$ cat src/design/epm_pkg.sv
// Shared types and constants for the exact pattern matcher.
// No dependencies; every other design file imports this package.
package epm_pkg;

  localparam int PAT_MAX  = 64;                  // longest pattern held, in bytes
  localparam int POS_BITS = 32;                  // width of the text position counter
  localparam int DATA_W   = 8;                   // one pattern or text byte
  localparam int OUT_W    = 32;                  // width of the start index field
  localparam int CNT_W    = 32;                  // occurrence counter width
  localparam int LEN_W    = $clog2(PAT_MAX + 1); // pattern length, 0..PAT_MAX
  localparam int IDX_W    = $clog2(PAT_MAX);     // cell index, 0..PAT_MAX-1

  typedef enum logic {
    KIND_PATTERN = 1'b0,
    KIND_TEXT    = 1'b1
  } kind_t;

  // Control broadcast to every cell of the comparator row.
  typedef struct packed {
    logic              load;      // write data into the selected cell
    logic [IDX_W-1:0]  load_idx;  // cell that takes the pattern byte
    logic              shift;     // advance the row by one text byte
    logic              clear;     // drop all partial matches
    logic [DATA_W-1:0] data;      // byte under work
  } chain_ctl_t;

endpackage

$ cat src/design/epm_intf.sv
// Valid/ready channel interfaces for the matcher input and result items.
// Depends on epm_pkg for field widths and the kind type.
interface epm_in_if;
  import epm_pkg::*;
  logic              valid;
  logic              ready;
  kind_t             kind;
  logic [DATA_W-1:0] byte_value;
  logic              last;

  modport source (output valid, output kind, output byte_value, output last, input ready);
  modport sink   (input valid, input kind, input byte_value, input last, output ready);
endinterface

interface epm_out_if;
  import epm_pkg::*;
  logic             valid;
  logic             ready;
  logic             match;
  logic [OUT_W-1:0] match_start;
  logic [CNT_W-1:0] match_count;
  logic             done_res;
  logic             pattern_error;

  modport source (output valid, output match, output match_start, output match_count,
                  output done_res, output pattern_error, input ready);
  modport sink   (input valid, input match, input match_start, input match_count,
                  input done_res, input pattern_error, output ready);
endinterface

$ cat src/design/epm_cell.sv
// One comparator cell: holds one pattern byte and one partial-match bit.
// Depends on epm_pkg for the control struct.
module epm_cell
  import epm_pkg::*;
(
  input  logic       clk,
  input  logic       rst_n,
  input  chain_ctl_t ctl,
  input  logic       wr_en,
  input  logic       prev_hit,
  output logic       step_hit,
  output logic       hit_r
);

  logic [DATA_W-1:0] pat_r;

  // Prefix through this cell matches if the left neighbor matched and this byte agrees.
  assign step_hit = prev_hit && (ctl.data == pat_r);

  always_ff @(posedge clk) begin
    if (wr_en) begin
      pat_r <= ctl.data;
    end
  end

  always_ff @(posedge clk) begin
    if (!rst_n) begin
      hit_r <= 1'b0;
    end else if (ctl.clear) begin
      hit_r <= 1'b0;
    end else if (ctl.shift) begin
      hit_r <= step_hit;
    end
  end

endmodule

$ cat src/design/epm_chain.sv
// Row of PAT_MAX comparator cells, each passing its match bit to the right.
// Depends on epm_pkg and epm_cell.
module epm_chain
  import epm_pkg::*;
(
  input  logic             clk,
  input  logic             rst_n,
  input  chain_ctl_t       ctl,
  input  logic [IDX_W-1:0] sel_idx,
  output logic             tap_hit
);

  logic [PAT_MAX-1:0] step_hit;
  logic [PAT_MAX-1:0] hit_r;
  logic [PAT_MAX-1:0] prev_hit;
  logic [PAT_MAX-1:0] wr_en;

  for (genvar j = 0; j < PAT_MAX; j++) begin : g_cell
    if (j == 0) begin : g_head
      assign prev_hit[j] = 1'b1;
    end else begin : g_body
      assign prev_hit[j] = hit_r[j-1];
    end

    assign wr_en[j] = ctl.load && (ctl.load_idx == IDX_W'(j));

    epm_cell u_cell (
      .clk      (clk),
      .rst_n    (rst_n),
      .ctl      (ctl),
      .wr_en    (wr_en[j]),
      .prev_hit (prev_hit[j]),
      .step_hit (step_hit[j]),
      .hit_r    (hit_r[j])
    );
  end

  // Full pattern match shows at the cell of the last pattern byte.
  assign tap_hit = step_hit[sel_idx];

endmodule

$ cat src/design/exact_pattern_matcher_top.sv
// Exact pattern matcher: one byte item per cycle unless the output stalls;
// a result item is registered and valid in the cycle after the text byte that
// causes it. Throughput is one item per cycle, set by the comparator row, which
// updates every cell together. Reset (rst_n, synchronous, active low) empties the
// pattern, zeroes the position, count and partial matches and opens a pattern
// load; stored pattern bytes are undefined until loaded.
module exact_pattern_matcher_top
  import epm_pkg::*;
(
  input  logic clk,
  input  logic rst_n,
  epm_in_if.sink    in_ch,
  epm_out_if.source out_ch
);

  // Control state
  logic                loading_r, loading_nxt;
  logic [LEN_W-1:0]    len_r, len_nxt;
  logic [POS_BITS-1:0] pos_r, pos_nxt;
  logic [CNT_W-1:0]    cnt_r, cnt_nxt;

  // Result register
  logic             out_valid_r;
  logic             out_match_r;
  logic [OUT_W-1:0] out_start_r;
  logic [CNT_W-1:0] out_count_r;
  logic             out_done_r;
  logic             out_error_r;

  logic                fire;
  logic                is_text;
  logic [LEN_W-1:0]    base_len;
  logic                room;
  logic                tap_hit;
  logic                hit;
  logic [IDX_W-1:0]    sel_idx;
  logic [POS_BITS-1:0] span;
  logic [POS_BITS-1:0] start;
  logic [CNT_W-1:0]    cnt_inc;
  logic [CNT_W-1:0]    cnt_res;
  logic                emit;
  chain_ctl_t          ctl;

  // Take a new item whenever the result register is empty or being drained.
  assign in_ch.ready = !out_valid_r || out_ch.ready;
  assign fire        = in_ch.valid && in_ch.ready;
  assign is_text     = (in_ch.kind == KIND_TEXT);

  // A pattern byte outside an open load starts a fresh pattern at index zero.
  assign base_len = loading_r ? len_r : '0;
  assign room     = (base_len < LEN_W'(PAT_MAX));

  // Broadcast to the cell row. Any pattern item or the last text byte clears the
  // partial matches; while a load is open they are already clear.
  always_comb begin
    ctl.load     = fire && !is_text && room;
    ctl.load_idx = IDX_W'(base_len);
    ctl.shift    = fire && is_text;
    ctl.clear    = fire && (!is_text || in_ch.last);
    ctl.data     = in_ch.byte_value;
  end

  // Watch the cell holding the last pattern byte; shorter than two never matches.
  assign sel_idx = IDX_W'(len_r - LEN_W'(1));
  assign hit     = (len_r >= LEN_W'(2)) && tap_hit;

  epm_chain u_chain (
    .clk     (clk),
    .rst_n   (rst_n),
    .ctl     (ctl),
    .sel_idx (sel_idx),
    .tap_hit (tap_hit)
  );

  // Start index of an occurrence ending at the current position.
  assign span  = POS_BITS'(len_r) - POS_BITS'(1);
  assign start = (pos_r >= span) ? (pos_r - span) : '0;

  // Saturating occurrence count including this byte's hit.
  assign cnt_inc = (cnt_r != '1) ? (cnt_r + CNT_W'(1)) : cnt_r;
  assign cnt_res = hit ? cnt_inc : cnt_r;

  assign emit = fire && is_text && (hit || in_ch.last);

  always_comb begin
    loading_nxt = loading_r;
    len_nxt     = len_r;
    pos_nxt     = pos_r;
    cnt_nxt     = cnt_r;
    if (fire) begin
      if (!is_text) begin
        // Pattern byte: extend the load, drop extra bytes, close on last, zero position and count.
        loading_nxt = !in_ch.last;
        len_nxt     = room ? (base_len + LEN_W'(1)) : base_len;
        pos_nxt     = '0;
        cnt_nxt     = '0;
      end else begin
        // Text byte: close any open load, advance position, reset after last.
        loading_nxt = 1'b0;
        if (in_ch.last) begin
          pos_nxt = '0;
          cnt_nxt = '0;
        end else begin
          pos_nxt = (pos_r != '1) ? (pos_r + POS_BITS'(1)) : pos_r;
          cnt_nxt = cnt_res;
        end
      end
    end
  end

  always_ff @(posedge clk) begin
    if (!rst_n) begin
      loading_r <= 1'b1;
      len_r     <= '0;
      pos_r     <= '0;
      cnt_r     <= '0;
    end else begin
      loading_r <= loading_nxt;
      len_r     <= len_nxt;
      pos_r     <= pos_nxt;
      cnt_r     <= cnt_nxt;
    end
  end

  // Hold the result until taken; refill in the same cycle it drains.
  always_ff @(posedge clk) begin
    if (!rst_n) begin
      out_valid_r <= 1'b0;
    end else if (emit) begin
      out_valid_r <= 1'b1;
    end else if (out_ch.ready) begin
      out_valid_r <= 1'b0;
    end
  end

  always_ff @(posedge clk) begin
    if (emit) begin
      out_match_r <= hit;
      out_start_r <= hit ? OUT_W'(start) : '0;
      out_count_r <= cnt_res;
      out_done_r  <= in_ch.last;
      out_error_r <= in_ch.last && (len_r < LEN_W'(2));
    end
  end

  assign out_ch.valid         = out_valid_r;
  assign out_ch.match         = out_match_r;
  assign out_ch.match_start   = out_start_r;
  assign out_ch.match_count   = out_count_r;
  assign out_ch.done_res      = out_done_r;
  assign out_ch.pattern_error = out_error_r;

`ifndef SYNTHESIS
  // A pattern byte never creates a result item.
  a_pattern_no_result: assert property (@(posedge clk) disable iff (!rst_n)
    (fire && !is_text) |=> (out_valid_r == $past(out_valid_r && !out_ch.ready)))
    else $error("result item created by a pattern byte");

  // A reported match needs a pattern of at least two bytes.
  a_match_len: assert property (@(posedge clk) disable iff (!rst_n)
    (out_valid_r && out_match_r) |-> (len_r >= LEN_W'(2)))
    else $error("match reported with a short pattern");

  // A reported match is counted.
  a_match_count: assert property (@(posedge clk) disable iff (!rst_n)
    (out_valid_r && out_match_r) |-> (out_count_r != '0))
    else $error("match reported with zero count");

  // The last text byte returns position and count to zero.
  a_end_clear: assert property (@(posedge clk) disable iff (!rst_n)
    (fire && is_text && in_ch.last) |=> (pos_r == '0 && cnt_r == '0))
    else $error("text state not cleared after last byte");
`endif

endmodule
$ cat src/flat_wrapper.sv
// flat-port wrapper written by rule: the top's interface ports become plain ports
module exact_pattern_matcher_top_flat import epm_pkg::*;
  (clk, rst_n, in_ch_valid, in_ch_kind, in_ch_byte_value, in_ch_last, in_ch_ready, out_ch_valid, out_ch_match, out_ch_match_start, out_ch_match_count, out_ch_done_res, out_ch_pattern_error, out_ch_ready);
  epm_in_if in_ch_i ();
  epm_out_if out_ch_i ();
  input  logic clk;
  input  logic rst_n;
  input wire logic [$bits(in_ch_i.valid)-1:0] in_ch_valid;
  input wire logic [$bits(in_ch_i.kind)-1:0] in_ch_kind;
  input wire logic [$bits(in_ch_i.byte_value)-1:0] in_ch_byte_value;
  input wire logic [$bits(in_ch_i.last)-1:0] in_ch_last;
  output wire logic [$bits(in_ch_i.ready)-1:0] in_ch_ready;
  output wire logic [$bits(out_ch_i.valid)-1:0] out_ch_valid;
  output wire logic [$bits(out_ch_i.match)-1:0] out_ch_match;
  output wire logic [$bits(out_ch_i.match_start)-1:0] out_ch_match_start;
  output wire logic [$bits(out_ch_i.match_count)-1:0] out_ch_match_count;
  output wire logic [$bits(out_ch_i.done_res)-1:0] out_ch_done_res;
  output wire logic [$bits(out_ch_i.pattern_error)-1:0] out_ch_pattern_error;
  input wire logic [$bits(out_ch_i.ready)-1:0] out_ch_ready;
  assign in_ch_i.valid = in_ch_valid;
  assign in_ch_i.kind = in_ch_kind;
  assign in_ch_i.byte_value = in_ch_byte_value;
  assign in_ch_i.last = in_ch_last;
  assign in_ch_ready = in_ch_i.ready;
  assign out_ch_valid = out_ch_i.valid;
  assign out_ch_match = out_ch_i.match;
  assign out_ch_match_start = out_ch_i.match_start;
  assign out_ch_match_count = out_ch_i.match_count;
  assign out_ch_done_res = out_ch_i.done_res;
  assign out_ch_pattern_error = out_ch_i.pattern_error;
  assign out_ch_i.ready = out_ch_ready;
  exact_pattern_matcher_top u_core (.clk(clk), .rst_n(rst_n), .in_ch(in_ch_i), .out_ch(out_ch_i));
endmodule
$ cat config.mk
export PLATFORM = sky130hd
export DESIGN_NAME = exact_pattern_matcher_top_flat
export DESIGN_NICKNAME = d
export VERILOG_FILES = /design/src/design/epm_pkg.sv /design/src/design/epm_intf.sv /design/src/design/epm_cell.sv /design/src/design/epm_chain.sv /design/src/design/exact_pattern_matcher_top.sv /design/src/flat_wrapper.sv
export SDC_FILE = /design/constraint.sdc
export NUM_CORES = 1
export LEC_CHECK = 0
export ABC_AREA = 1
export BUFFER_PORTS_ARGS = -buffer_cell sky130_fd_sc_hd__buf_2
export CAP_MARGIN = 20
export CELL_PAD_IN_SITES_DETAIL_PLACEMENT = 1
export CELL_PAD_IN_SITES_GLOBAL_PLACEMENT = 2
export CORE_UTILIZATION = 36
export DETAILED_ROUTE_END_ITERATION = 6
export GPL_TIMING_DRIVEN = 1
export PLACE_DENSITY = 0.88
export SKIP_CTS_REPAIR_TIMING = 1
export SKIP_LAST_GASP = 1
export SYNTH_ARGS = -nofsm -noshare
export SYNTH_HDL_FRONTEND = slang
export SYNTH_SLANG_ARGS = --single-unit
$ cat constraint.sdc
create_clock -name clk -period 4.1 [get_ports clk]
set_input_delay 0.41 -clock clk [delete_from_list [all_inputs] [get_ports clk]]
set_output_delay 0.41 -clock clk [all_outputs]
set_load 0.005 [all_outputs]
Word level (Yosys, flattened, before mapping)
Index checks and enable logic that the tools add are counted.
{"block": "totals", "mem_count": 0, "ff_bits": 715, "mem_bits_ro": 0, "ramBits": 0, "latch_bits": 0}
{"block": "op_classes", "reduce_logical": 147, "n_bitwise": 2, "n_div": 0, "n_eq_ne": 130, "shift": 0, "n_mux": 14, "mul": 0, "order_cmp": 5, "n_addsub": 6}
{"operator": "equality test 8 bit", "count": 64}
{"operator": "two-way mux 32 bit", "count": 7}
{"operator": "equality test 6 bit (second input constant)", "count": 32}
{"operator": "logical AND 1 bit", "count": 135}
{"operator": "equality test 6 x 5 -> 1 bit (second input constant)", "count": 16}
{"operator": "adder 32 x 1 -> 32 bit (second input constant)", "count": 2}
{"operator": "inequality test 32 bit (second input constant)", "count": 2}
{"operator": "equality test 6 x 4 -> 1 bit (second input constant)", "count": 8}
{"operator": "greater-or-equal comparator 32 bit", "count": 1}
{"operator": "subtractor 32 bit", "count": 1}
{"operator": "equality test 6 x 3 -> 1 bit (second input constant)", "count": 4}
{"operator": "two-way mux 7 bit", "count": 2}
{"operator": "equality test 6 x 2 -> 1 bit (second input constant)", "count": 2}
{"operator": "subtractor 7 x 1 -> 8 bit (second input constant)", "count": 1}
{"operator": "adder 7 x 1 -> 7 bit (second input constant)", "count": 1}
{"operator": "greater-or-equal comparator 7 x 2 -> 1 bit (second input constant)", "count": 1}
{"operator": "< comparator 6 x 7 -> 1 bit (second input constant)", "count": 1}
{"operator": "< comparator 7 x 2 -> 1 bit (second input constant)", "count": 1}
{"operator": "< comparator 7 bit (second input constant)", "count": 1}
{"operator": "binary-select mux 1 bit (select 6 bit)", "count": 1}
{"operator": "equality test 6 x 1 -> 1 bit (second input constant)", "count": 1}
{"operator": "zero test 6 bit", "count": 1}
{"operator": "AND reduction 2 bit", "count": 3}
{"operator": "subtractor 6 x 1 -> 6 bit (second input constant)", "count": 1}
{"operator": "7 further kinds", "count": 15}

Longest topological paths before layout
{"block": "depth", "word_depth": 8, "depth_mapped": 21, "mapped_depth_nobuf": 17}

By module
A second synthesis with hierarchy kept.
{"block": "unflattened", "cells_unflattened": 5781, "hier_area_um2": 42928.7}
{"mod": "epm_cell", "seq_area_each_um2": 260.2, "area_each_um2": 499.2, "cells_each": 63, "n_inst": 64}
{"mod": "exact_pattern_matcher_top", "seq_area_each_um2": 3473.3, "area_each_um2": 9877.0, "cells_each": 1492, "n_inst": 1}
{"mod": "epm_chain", "seq_area_each_um2": 0.0, "area_each_um2": 1101.1, "cells_each": 257, "n_inst": 1}

Worst setup path after synthesis
OpenSTA, ideal clock, no wires.
{"block": "synth_timing", "path_kind": "register to register", "from": "reg u_core.len_r[0]", "to": "reg u_core.out_done_r, in the netlist u_core.out_ch.done_res (enable)", "path_slack_ns": -0.193, "period_less_slack_ns": 4.293, "arrival_ns": 3.872, "setup_time_ns": 0.421, "required_time_ns": 3.679, "stages_incl_launch_ff": 17, "path_buffers": 4, "cell_sequence": "dfxtp_1 buf_2 clkinv_1 clkbuf_1 ha_1 clkbuf_1 inv_1 buf_1 nand3_1 nand3_1 nand3_1 nand3_1 nand3_2 nand3_2 inv_2 o21ai_0 inv_1"}
{"block": "synth_between", "elab_chain_cells": 6, "word_cells_on_any_way": 7}
{"element": "from (decl)", "line_no": "exact_pattern_matcher_top.sv:18", "source": "logic [LEN_W-1:0] len_r, len_nxt;"}
{"element": "from (signal assigned)", "line_no": "exact_pattern_matcher_top.sv:119", "source": "len_r <= len_nxt;"}
{"element": "subtractor 6 x 1 -> 6 bit", "line_no": "exact_pattern_matcher_top.sv:64", "source": "assign sel_idx = IDX_W'(len_r - LEN_W'(1));"}
{"element": "binary-select mux 1 bit (select 6 bit)", "line_no": "epm_chain.sv:39", "source": "assign tap_hit = step_hit[sel_idx];"}
{"element": "two-way mux 1 bit (implied by the code)", "line_no": "epm_chain.sv:39"}
{"element": "logical AND 1 bit (*)", "line_no": "exact_pattern_matcher_top.sv:65", "source": "assign hit = (len_r >= LEN_W'(2)) && tap_hit;"}
{"element": "named net u_core.hit", "line_no": "exact_pattern_matcher_top.sv:35", "source": "logic hit;"}
{"element": "logical OR 1 bit (*)", "line_no": "exact_pattern_matcher_top.sv:83", "source": "assign emit = fire && is_text && (hit || in_ch.last);"}
{"element": "logical AND 1 bit (*)", "line_no": "exact_pattern_matcher_top.sv:83"}
{"element": "named net u_core.emit", "line_no": "exact_pattern_matcher_top.sv:41", "source": "logic emit;"}
{"element": "to (signal assigned)", "line_no": "exact_pattern_matcher_top.sv:141", "source": "out_done_r <= in_ch.last;"}
{"element": "to (decl)", "line_no": "exact_pattern_matcher_top.sv:27", "source": "logic out_done_r;"}
Mark *: on every way through the listed nets, which the timed path passes. The rest lies on a longest branch. The select of a mux whose other input is x is not followed.
A chain may end at the register's enable or synchronous reset.

Worst setup path after layout
{"block": "layout_timing", "from": "reg u_core.len_r[1]", "to": "reg u_core.out_start_r[25], in the netlist u_core.out_ch.match_start[25] (data pin)"}
{"block": "layout_between", "elab_chain_cells": 5, "word_cells_on_any_way": 9}
{"element": "branches (longest 5 deep; another with greater-or-equal comparator 32 bit)"}
{"element": "to (signal assigned)", "line_no": "exact_pattern_matcher_top.sv:139", "source": "out_start_r <= hit ? OUT_W'(start) : '0;"}
{"element": "to (decl)", "line_no": "exact_pattern_matcher_top.sv:25", "source": "logic [OUT_W-1:0] out_start_r;"}
Several ways; the timed one is not identified. The select of a mux whose other input is x is not followed.

==> results.json <==
{
  "outcome": "completed",
  "numPortBuffers": 82,
  "cts.sinks": 715,
  "final_cell_area_um2": 40400,
  "hold_path_depth": 3,
  "root_buffer": "clkbuf_16",
  "drtIter0Drc": 1920,
  "reg2reg_slack_ns": 0.33,
  "area_growth_syn_to_layout_pct": 14.4,
  "finalSetupTns_ns": 0,
  "first_pass_iters": 5,
  "slew_viol_final": 0,
  "ys_ff_latch": 715,
  "synth_area_um2": 35300,
  "max_cap_viol_count": 0,
  "gr-total-overflow": 0,
  "grt_use_total_pct": 21.4,
  "ys_types": 48,
  "drc": 0,
  "pin_count": 83,
  "chipHeight_um": 315,
  "cp-start-kind": "flop",
  "seq_area_frac_synth_pct": 56.9,
  "synth.area.top_cells": "edfxtp_1, nand2_1, dfxtp_1",
  "avgSynthCellArea_um2": 9.10,
  "vias": 27304,
  "hp-class": "input port to flop",
  "rr_endpoint": "u_core.out_ch.match_start[25]",
  "ys.warnings.count": 0,
  "multi_input_comb_area_um2": 12800,
  "start_util_pct": 36.4,
  "synth-main-ff-cell": "edfxtp_1",
  "post-route-period-util_pct": 92.0,
  "die_x_um": 315,
  "synth-edff-count": 579,
  "rsz0062_at_grt": "true",
  "fin_skew_ns": 0.0301,
  "antenna_found_initial": 3,
  "setup_violations": 0,
  "path_class": "flop to flop",
  "grt_max_degree": 90,
  "reg2reg_depth": 17,
  "htreeDepth": 3,
  "vias_per_cell": 5.13,
  "clk_latency_ns": 0.66,
  "wl_per_cell_um": 20.0,
  "place.gp.congestion": 0.918,
  "grt_pass1_wl_um": 165000,
  "power.total_uw": 17100,
  "stdcell_count": 5321,
  "final_antenna_net_count": 0,
  "die_area_um2": 99300,
  "yosysTopAreaCellShare_pct": 49.2,
  "r2r-start": "u_core.len_r[1]",
  "holdPathEnd": "u_core.len_r[2]",
  "min_from": "rst_n",
  "place_area_um2": 37700,
  "worst_pin_slew_ns": 1.09,
  "final_nets": 4035,
  "seq_area_um2": 20100,
  "ir_drop_v": 0.000270,
  "num_rows": 114,
  "cts_tree": "done",
  "clock.fmax_mhz": 265,
  "end_kind": "flop",
  "cp_max_fo": 4,
  "leakagePower_uw": 0.0158,
  "dp_hpwl_um": 69400,
  "crit_path_start": "u_core.len_r[1]",
  "synth.net_count": 3938,
  "clkSlewWorstSetupHoldPaths_ns": 0.06,
  "dp_cells": 5174,
  "min_period_ns": 3.77,
  "finalHoldViolations": 0,
  "totalWireLength_um": 106000,
  "layout-drive-gt1-share_pct": 8.21,
  "grt_pass1_vias": 28299,
  "crit_arrival_ns": 4.15,
  "clock_path_buffers": 3,
  "netlist_instances": 3881,
  "post-synth-top-area-cell": "edfxtp_1",
  "power.density_nw_per_um2": 424,
  "core_um2": 97000,
  "cts_inserted_buffers": 78,
  "critPathRequiredTime_ns": 4.48,
  "hold-worst-slack_ns": 0.0999,
  "slew_headroom_pct": 27.0,
  "nFillCells": 11106,
  "async_flop_share_pct": 0
}
==> logic make-up after synthesis <==
group,share of synthesized area (%)
compound gates,7.61
xor+xnor,5.70
fa+ha+maj,1.54
buf+inv,6.89
flops,56.9
simple gates,21.3
==> area by class of cell <==
cell class / instances / area share [%]
clock buffers: 109 / 5.56
repair buffers: 174 / 3.62
multi-input cells: 2557 / 31.7
inverters: 452 / 4.24
well taps: 1276 / 3.95
flip-flops and latches: 715 / 49.8
clock inverters: 36 / 1.14
diodes: 2 / 0.0124
==> per-layer routing <==
| metal | track usage, % | routed length (µm) |
|---|---|---|
| met5 | 0 | 13 |
| met4 | 6.87 | 2700 |
| met3 | 2.47 | 4200 |
| met2 | 35.9 | 50800 |
| met1 | 28.7 | 48500 |
==> synth_stat cells, types with 84 or more instances <==
cell	instances
nand3_1	215
edfxtp_1	579
a21oi_1	231
xor2_1	144
nor2_1	449
nand2_1	934
buf_2	84
dfxtp_1	136
xnor2_1	84
o21ai_0	126
inv_1	444
==> power by group <==
group / switching, µW / internal [µW] / total (µW)
clock network: 3030 / 4410 / 7440
logic: 1260 / 480 / 1740
registers: 30.2 / 7910 / 7940
==> worst max path at each step <==
stage	slack, ns	to
2_1_floorplan	0.07	u_core.out_ch.done_res
3_3_place_gp	0.23	u_core.out_ch.match_start[25]
3_5_place_dp	0.20	u_core.out_ch.match_start[27]
4_1_cts	0.16	u_core.out_ch.match_start[27]
5_1_grt	-0.01	u_core.out_ch.match_start[25]
6_report	0.33	u_core.out_ch.match_start[25]
==> cell usage in the layout (no fill, tap or decap), drive strengths merged, types with 2 or more instances in the layout <==
cell / instances
and2: 6
a21oi: 231
o2111ai: 2
a21boi: 12
a221oi: 3
nor3: 54
nand3: 218
nand4: 59
clkbuf: 109
nand3b: 33
ha: 42
a31oi: 10
dfxtp: 136
xor2: 144
o21a: 7
o211ai: 2
inv: 450
o21bai: 2
a21o: 2
edfxtp: 579
bufinv: 9
o21ai: 153
diode: 2
nor4: 20
clkinv: 28
nor3b: 3
buf: 174
a211oi: 58
nor2: 449
or2: 21
xnor2: 85
nand2: 935
==> sequential cells by signal, indices dropped and copies added (netlist names) <==
register / flops
u_core.out_ch.valid: 1
u_core.u_chain.g_cell.u_cell.pat_r: 512
u_core.cnt_r: 32
u_core.out_ch.match_count: 32
u_core.u_chain.g_cell.u_cell.hit_r: 63
u_core.pos_r: 32
u_core.loading_r: 1
u_core.out_ch.done_res: 1
u_core.out_ch.match: 1
u_core.out_ch.pattern_error: 1
u_core.len_r: 7
u_core.out_ch.match_start: 32
==> metrics by stage <==
step / utilization, % / worst slack (ns)
3_5_place_dp: 38.8 / 0.203
6_report: 41.6 / 0.329
3_3_place_gp: 38.8 / 0.234
5_1_grt: 41.6 / -0.0108
2_1_floorplan: - / 0.0662
4_1_cts: 41.6 / 0.158
==> worst max-delay path, cell delays in order, from the launching register on <==
cell	delay (ns)
dfxtp_1	0.40
inv_1	0.12
ha_1	0.26
nand2_1	0.11
xor2_1	0.33
ha_1	0.33
inv_1	0.10
o21bai_1	0.08
a21oi_1	0.22
o21ai_1	0.18
a31oi_1	0.31
o21ai_1	0.20
a21boi_0	0.36
o21ai_0	0.21
nand2_1	0.12
nand2_1	0.05
nand2_1	0.06
a21oi_1	0.07
(Power assumes the default switching activity.)
